## config.mk

```make
export PLATFORM = sky130hd
export DESIGN_NAME = qpd_ctrl
export DESIGN_NICKNAME = d
export VERILOG_FILES = /design/src/sv/qpd_pkg.sv /design/src/sv/qpd_ctrl.sv
export SDC_FILE = /design/constraint.sdc
export NUM_CORES = 1
export LEC_CHECK = 0
export ABC_AREA = 0
export BUFFER_PORTS_ARGS = -buffer_cell sky130_fd_sc_hd__buf_2
export CAP_MARGIN = 10
export CORE_UTILIZATION = 45
export CTS_CLUSTER_SIZE = 24
export DETAILED_ROUTE_END_ITERATION = 6
export PLACE_DENSITY = 0.68
export SLEW_MARGIN = 10
export SYNTH_ARGS = -nofsm -noshare
export SYNTH_HDL_FRONTEND = slang
export SYNTH_SLANG_ARGS = --single-unit
```

## constraint.sdc

```tcl
create_clock -name i_clk -period 3.25 [get_ports i_clk]
set_input_delay 0 -clock i_clk [delete_from_list [all_inputs] [get_ports i_clk]]
set_output_delay 0 -clock i_clk [all_outputs]
set_load 0.02 [all_outputs]
```

## src/sv/qpd_pkg.sv

```systemverilog
// shared types, constants and the error-product term table of the attitude torque block
package qpd_pkg;

    // working widths
    localparam int QW  = 18;  // quaternion working value, signed
    localparam int TW  = 34;  // torque and multiplier operand, signed
    localparam int AW  = 64;  // accumulator and product register
    localparam int DNW = 48;  // divider numerator and quotient
    localparam int DDW = 32;  // divider denominator

    localparam logic signed [QW-1:0] ONE_Q14 = QW'(16384);

    // configuration register indexes
    localparam logic [2:0] CFG_GAIN_P = 3'd0;
    localparam logic [2:0] CFG_GAIN_D = 3'd1;
    localparam logic [2:0] CFG_LIM_X  = 3'd2;
    localparam logic [2:0] CFG_LIM_Y  = 3'd3;
    localparam logic [2:0] CFG_LIM_Z  = 3'd4;

    typedef enum logic [4:0] {
        S_IDLE, S_N_START, S_N_MUL, S_N_ACC, S_N_SQRT, S_N_SQWAIT, S_N_DIV, S_N_DVWAIT,
        S_E_MUL, S_E_ACC, S_E_STORE,
        S_T_MUL1, S_T_LOAD, S_T_RERR, S_T_STORE, S_T_MUL2, S_T_RND,
        S_Q_MUL, S_Q_ACC, S_L_MUL, S_L_CMP,
        S_S_SQRT, S_S_SQWAIT, S_S_MUL, S_S_DIV, S_S_DVWAIT, S_OUT
    } t_state;

    // which quaternion the normalizer works on
    typedef enum logic [1:0] {
        NS_MEAS, NS_TGT, NS_ERR
    } t_nsel;

    // multiplier operand pairs
    typedef enum logic [2:0] {
        MS_NONE, MS_SRC_SQ, MS_AD, MS_GP_QE, MS_KD_T, MS_T_SQ, MS_LIM_SQ, MS_T_LIM
    } t_msel;

    // accumulator operations
    typedef enum logic [2:0] {
        AC_HOLD, AC_LOAD, AC_ADD, AC_SUB, AC_SUB_RERR
    } t_acop;

    typedef struct packed {
        t_msel      msel;
        logic [1:0] ia;
        logic [1:0] ib;
        logic [1:0] idx;
        t_acop      acop;
        t_nsel      nsel;
        logic       in_take;
        logic       sq_go;
        logic       sq_shift;
        logic       div_go;
        logic       div_scale;
        logic       n_wr;
        logic       n_ident;
        logic       e_wr;
        logic       t_wr_acc;
        logic       t_wr_rnd;
        logic       scl_wr;
        logic       s_wr;
        logic       out_load;
    } t_cmd;

    typedef struct packed {
        logic sq_done;
        logic div_done;
        logic src_zero;
        logic over;
        logic out_busy;
    } t_stat;

    typedef struct packed {
        logic [1:0] ai;
        logic [1:0] di;
        logic       neg;
    } t_term;

    // terms of conj(a) * d: component k, term j
    function automatic t_term e_term(input logic [1:0] k, input logic [1:0] j);
        t_term r;
        case ({k, j})
            4'b00_00: r = '{2'd0, 2'd0, 1'b0};
            4'b00_01: r = '{2'd1, 2'd1, 1'b0};
            4'b00_10: r = '{2'd2, 2'd2, 1'b0};
            4'b00_11: r = '{2'd3, 2'd3, 1'b0};
            4'b01_00: r = '{2'd0, 2'd1, 1'b0};
            4'b01_01: r = '{2'd1, 2'd0, 1'b1};
            4'b01_10: r = '{2'd2, 2'd3, 1'b1};
            4'b01_11: r = '{2'd3, 2'd2, 1'b0};
            4'b10_00: r = '{2'd0, 2'd2, 1'b0};
            4'b10_01: r = '{2'd2, 2'd0, 1'b1};
            4'b10_10: r = '{2'd3, 2'd1, 1'b1};
            4'b10_11: r = '{2'd1, 2'd3, 1'b0};
            4'b11_00: r = '{2'd0, 2'd3, 1'b0};
            4'b11_01: r = '{2'd3, 2'd0, 1'b1};
            4'b11_10: r = '{2'd1, 2'd2, 1'b1};
            4'b11_11: r = '{2'd2, 2'd1, 1'b0};
            default:  r = '{2'd0, 2'd0, 1'b0};
        endcase
        return r;
    endfunction

endpackage

```

## src/sv/qpd_ctrl.sv

```systemverilog
// sequencer that steps the datapath through normalizing, error product, torque and limiting
module qpd_ctrl import qpd_pkg::*; (
    input  logic  i_clk,
    input  logic  i_rst_n,
    input  logic  i_in_valid,
    input  logic  i_in_cmd,
    output logic  o_in_ready,
    input  t_stat i_stat,
    output t_cmd  o_cmd
);
    t_state     r_state, n_state;
    t_nsel      r_nsel, n_nsel;
    logic [1:0] r_i, n_i, r_j, n_j;
    t_term      term;

    assign term = e_term(r_i, r_j);

    // state register
    always_ff @(posedge i_clk) begin
        if (!i_rst_n) begin
            r_state <= S_IDLE;
            r_nsel  <= NS_MEAS;
            r_i     <= '0;
            r_j     <= '0;
        end else begin
            r_state <= n_state;
            r_nsel  <= n_nsel;
            r_i     <= n_i;
            r_j     <= n_j;
        end
    end

    // next state and commands
    always_comb begin
        n_state = r_state;
        n_nsel  = r_nsel;
        n_i     = r_i;
        n_j     = r_j;
        o_cmd           = '0;
        o_cmd.msel      = MS_NONE;
        o_cmd.acop      = AC_HOLD;
        o_cmd.nsel      = r_nsel;
        o_cmd.idx       = r_i;
        o_in_ready      = 1'b0;

        case (r_state)
            S_IDLE: begin
                o_in_ready   = 1'b1;
                o_cmd.in_take = i_in_valid;
                if (i_in_valid && i_in_cmd) begin
                    n_nsel  = NS_MEAS;
                    n_i     = '0;
                    n_state = S_N_START;
                end
            end
            S_N_START: begin
                n_i = '0;
                if (i_stat.src_zero) begin
                    o_cmd.n_ident = 1'b1;
                    case (r_nsel)
                        NS_MEAS: begin n_nsel = NS_TGT; n_state = S_N_START; end
                        NS_TGT:  begin n_j = '0; n_state = S_E_MUL; end
                        default: n_state = S_T_MUL1;
                    endcase
                end else begin
                    n_state = S_N_MUL;
                end
            end
            S_N_MUL: begin
                o_cmd.msel = MS_SRC_SQ;
                n_state    = S_N_ACC;
            end
            S_N_ACC: begin
                o_cmd.acop = (r_i == 2'd0) ? AC_LOAD : AC_ADD;
                if (r_i == 2'd3) begin
                    n_i     = '0;
                    n_state = S_N_SQRT;
                end else begin
                    n_i     = r_i + 2'd1;
                    n_state = S_N_MUL;
                end
            end
            S_N_SQRT: begin
                o_cmd.sq_go    = 1'b1;
                o_cmd.sq_shift = 1'b1;
                n_state        = S_N_SQWAIT;
            end
            S_N_SQWAIT: begin
                if (i_stat.sq_done) n_state = S_N_DIV;
            end
            S_N_DIV: begin
                o_cmd.div_go = 1'b1;
                n_state      = S_N_DVWAIT;
            end
            S_N_DVWAIT: begin
                if (i_stat.div_done) begin
                    o_cmd.n_wr = 1'b1;
                    if (r_i == 2'd3) begin
                        n_i = '0;
                        case (r_nsel)
                            NS_MEAS: begin n_nsel = NS_TGT; n_state = S_N_START; end
                            NS_TGT:  begin n_j = '0; n_state = S_E_MUL; end
                            default: n_state = S_T_MUL1;
                        endcase
                    end else begin
                        n_i     = r_i + 2'd1;
                        n_state = S_N_DIV;
                    end
                end
            end
            S_E_MUL: begin
                o_cmd.msel = MS_AD;
                o_cmd.ia   = term.ai;
                o_cmd.ib   = term.di;
                n_state    = S_E_ACC;
            end
            S_E_ACC: begin
                if (r_j == 2'd0)   o_cmd.acop = AC_LOAD;
                else if (term.neg) o_cmd.acop = AC_SUB;
                else               o_cmd.acop = AC_ADD;
                if (r_j == 2'd3) begin
                    n_j     = '0;
                    n_state = S_E_STORE;
                end else begin
                    n_j     = r_j + 2'd1;
                    n_state = S_E_MUL;
                end
            end
            S_E_STORE: begin
                o_cmd.e_wr = 1'b1;
                if (r_i == 2'd3) begin
                    n_i     = '0;
                    n_nsel  = NS_ERR;
                    n_state = S_N_START;
                end else begin
                    n_i     = r_i + 2'd1;
                    n_state = S_E_MUL;
                end
            end
            S_T_MUL1: begin
                o_cmd.msel = MS_GP_QE;
                n_state    = S_T_LOAD;
            end
            S_T_LOAD: begin
                o_cmd.acop = AC_LOAD;
                n_state    = S_T_RERR;
            end
            S_T_RERR: begin
                o_cmd.acop = AC_SUB_RERR;
                n_state    = S_T_STORE;
            end
            S_T_STORE: begin
                o_cmd.t_wr_acc = 1'b1;
                n_state        = S_T_MUL2;
            end
            S_T_MUL2: begin
                o_cmd.msel = MS_KD_T;
                n_state    = S_T_RND;
            end
            S_T_RND: begin
                o_cmd.t_wr_rnd = 1'b1;
                if (r_i == 2'd2) begin
                    n_i     = '0;
                    n_state = S_Q_MUL;
                end else begin
                    n_i     = r_i + 2'd1;
                    n_state = S_T_MUL1;
                end
            end
            S_Q_MUL: begin
                o_cmd.msel = MS_T_SQ;
                n_state    = S_Q_ACC;
            end
            S_Q_ACC: begin
                o_cmd.acop = (r_i == 2'd0) ? AC_LOAD : AC_ADD;
                if (r_i == 2'd2) begin
                    n_i     = '0;
                    n_state = S_L_MUL;
                end else begin
                    n_i     = r_i + 2'd1;
                    n_state = S_Q_MUL;
                end
            end
            S_L_MUL: begin
                o_cmd.msel = MS_LIM_SQ;
                n_state    = S_L_CMP;
            end
            S_L_CMP: begin
                o_cmd.scl_wr = 1'b1;
                n_state      = i_stat.over ? S_S_SQRT : S_OUT;
            end
            S_S_SQRT: begin
                o_cmd.sq_go = 1'b1;
                n_state     = S_S_SQWAIT;
            end
            S_S_SQWAIT: begin
                if (i_stat.sq_done) n_state = S_S_MUL;
            end
            S_S_MUL: begin
                o_cmd.msel = MS_T_LIM;
                n_state    = S_S_DIV;
            end
            S_S_DIV: begin
                o_cmd.div_go    = 1'b1;
                o_cmd.div_scale = 1'b1;
                n_state         = S_S_DVWAIT;
            end
            S_S_DVWAIT: begin
                if (i_stat.div_done) begin
                    o_cmd.s_wr = 1'b1;
                    if (r_i == 2'd2) begin
                        n_i     = '0;
                        n_state = S_OUT;
                    end else begin
                        n_i     = r_i + 2'd1;
                        n_state = S_S_MUL;
                    end
                end
            end
            S_OUT: begin
                if (!i_stat.out_busy) begin
                    o_cmd.out_load = 1'b1;
                    n_state        = S_IDLE;
                end
            end
            default: n_state = S_IDLE;
        endcase
    end
endmodule

```

==> results.ini <==
[logic_synthesis]
synthArstFlopShare=0
synth_top_area_cell=dfxtp_1
ys_seq_area_frac=0.132
synthCells=234
synth-seq-cells=11
synth_area_leaders=dfxtp_1, ha_1, nor2_1
synth_edf_count=0
ys_types=67
ys.flop_type=dfxtp_1
yosysTopAreaCellShare=0.132
ys_warn_count=0
synthesis.nets=251
syn-cell-area_um2=1670
syn_avg_cell_area_um2=7.13

[power]
clkPwrFrac=0.108
power.density_nw_per_um2=714
vdd.ir_drop.worst_mv=0.293
leakagePower_nw=0.808
p_sw_frac=0.535
sequentialPowerShare=0.225
p_sw_uw=716
p_int_uw=622
pwr-share-comb=0.667

[setup_path]
end_kind=register
critPathRequiredTime_ns=3.39
critPathKind=register to register
start_kind=register
cp.arrival_ns=2.55
cp_max_fo=21

[clocking]
post-cts-setup-buffers=0
htreeDepth=1
cts_tree=done
cts.clk_slew.worst_paths_ns=0.06
clockBufferDepth=2
postCtsResizedCells=0
clock-sinks=11
clock_latency_ns=0.25
cts_hold_buf=0
cts_buffers=3
root_buffer=clkbuf_8

[final_layout]
area_delta_synth_final_pct=12.4
final_cells=304
final_util=0.545
nets=276
num_antenna_cells=0
layout-drive-gt1-share=0.229

[floorplan]
rows=21
die_area_um2=3950
io_pins=37
die_h_um=62.9
die_w_um=62.9
initial_core_util=0.485
coreArea_um2=3440

[routing]
finalWirelength_um=5260
route.detailed.drc=0
first_pass_iters=5
vias_per_cell=6.45
ant_nets=0
route.vias.total=1962
drt_iter0_drc=200
wl_per_cell_um=17.3

[global_route]
grt_pass1_vias=1618
grt.overflow.total=0
grt_use_total=0.266
grt_start_max_net_pins=27
grt_pass1_wl_um=8440
grt_antenna_before_repair=0

[place]
dp_hpwl_um=3860
place_congestion=0.944
io_buffers=36
post-place-ws_ns=0.894
place_inst=300

[sta]
fmax_mhz=414
finalSetupTns_ns=0
final_hold_viol_count=0
finalCriticalPeriod_ns=2.41
fin_worst_skew_ns=0.00762
holdWs_ns=0.135
relSlewSlack=0.428
period_share=0.742
rsz0062_at_grt=false
finalMaxSlewViolations=0
worstMarginPinSlew_ns=0.856
setup_ws_ns=0.837
setup_viol=0

[job]
drv_cap=0

[run_status]
outcome=finished, final reports clean

[hold_path]
hold_path.class=input pin to register

cell usage after synthesis, drive strengths merged (3+ instances only):
cell type / instances
inv: 10
o21ai: 16
nand2b: 5
and2: 4
a32o: 4
or3: 3
o22ai: 3
nand3: 5
nor2b: 5
a211oi: 4
a31oi: 4
nor4: 3
nor3: 8
a21oi: 12
ha: 8
and3: 7
a22oi: 3
buf: 12
nand2: 20
nand3b: 4
o211ai: 3
nor2: 26
mux2i: 4
dfxtp: 11
nor3b: 4
clkbuf: 8
final cells by class:
class	count	area, um^2
multi-input cells	193	1300
clock buffers	4	45.0
well taps	46	57.6
inverters	10	37.5
flip-flops and latches	11	220
repair buffers	40	210
fillers	358	1570
through the flow:
step | power [mW] | area [um^2]
floorplan | 0.964 | 1670
global placement | 1.18 | 1830
detailed placement | 1.17 | 1830
CTS | 1.32 | 1870
global route | 1.43 | 1870
finish | 1.34 | 1870
layout by cell type, fill, tap and decap left out, types with 3 or more instances in the layout:
| cell type | count |
|---|---|
| buf_2 | 36 |
| nor2_1 | 25 |
| nand2_1 | 20 |
| o21ai_0 | 15 |
| a21oi_1 | 12 |
| dfxtp_1 | 11 |
| inv_1 | 9 |
| nor3_1 | 8 |
| ha_1 | 8 |
| and3_1 | 7 |
| nor2b_1 | 5 |
| nand2b_1 | 5 |
| nand3_1 | 5 |
| a31oi_1 | 4 |
| mux2i_1 | 4 |
| a211oi_1 | 4 |
| and2_1 | 4 |
| nand3b_1 | 4 |
| a32o_1 | 4 |
| buf_4 | 4 |
| o22ai_1 | 3 |
| nor4_1 | 3 |
| a22oi_1 | 3 |
| o211ai_1 | 3 |
| clkbuf_8 | 3 |
final timing paths:
check / startpoint / endpoint / slack (ns) / cells after the start
max: r_state[4] / r_state[1] / 0.84 / 5
min: i_rst_n / r_i[1] / 0.14 / 2
max reg2reg: r_state[4] / r_state[1] / 0.84 / 5
min reg2reg: r_j[0] / r_j[0] / 0.57 / 1
layer usage:
| metal | wire [um] | GRT usage | up-vias |
|---|---|---|---|
| met3 | 608 | 0.0255 | 8 |
| met2 | 2320 | 0.405 | 146 |
| met1 | 2260 | 0.393 | 887 |
| met4 | 62 | 0.0698 | 0 |
| met5 | 0 | 0 | - |
| li1 | - | - | 921 |
cells by family (layout without fill, tap and decap cells):
kind of cell    Yosys count  in the layout  share of synthesized area
buf+inv                  30             54                     0.0863
mux                       6              6                     0.0443
flops                    11             11                      0.132
simple gates            104            104                      0.351
compound gates           74             74                      0.321
xor+xnor                  1              1                    0.00525
fa+ha+maj                 8              8                     0.0600
power groups by stage:
| stage | sequential (mW) | clock [mW] | combinational (mW) |
|---|---|---|---|
| 5_1_grt | 0.307 | 0.153 | 0.965 |
| 3_3_place_gp | 0.296 | 0 | 0.886 |
| 3_5_place_dp | 0.298 | 0 | 0.873 |
| 4_1_cts | 0.295 | 0.148 | 0.878 |
| 2_1_floorplan | 0.219 | 0 | 0.745 |
| 6_report | 0.301 | 0.145 | 0.892 |
sequential cells by signal (all words and copies together) (netlist names):
name / cells
r_state: 5
r_i: 2
r_j: 2
r_nsel: 2
critical path, cell delays in order, from the launching register on:
cell      delay (ns)
dfxtp_1         0.88
inv_1           0.38
a21oi_1         0.21
a221oi_1        0.09
or4_1           0.53
a32o_1          0.22
(Power assumes the default switching activity.)
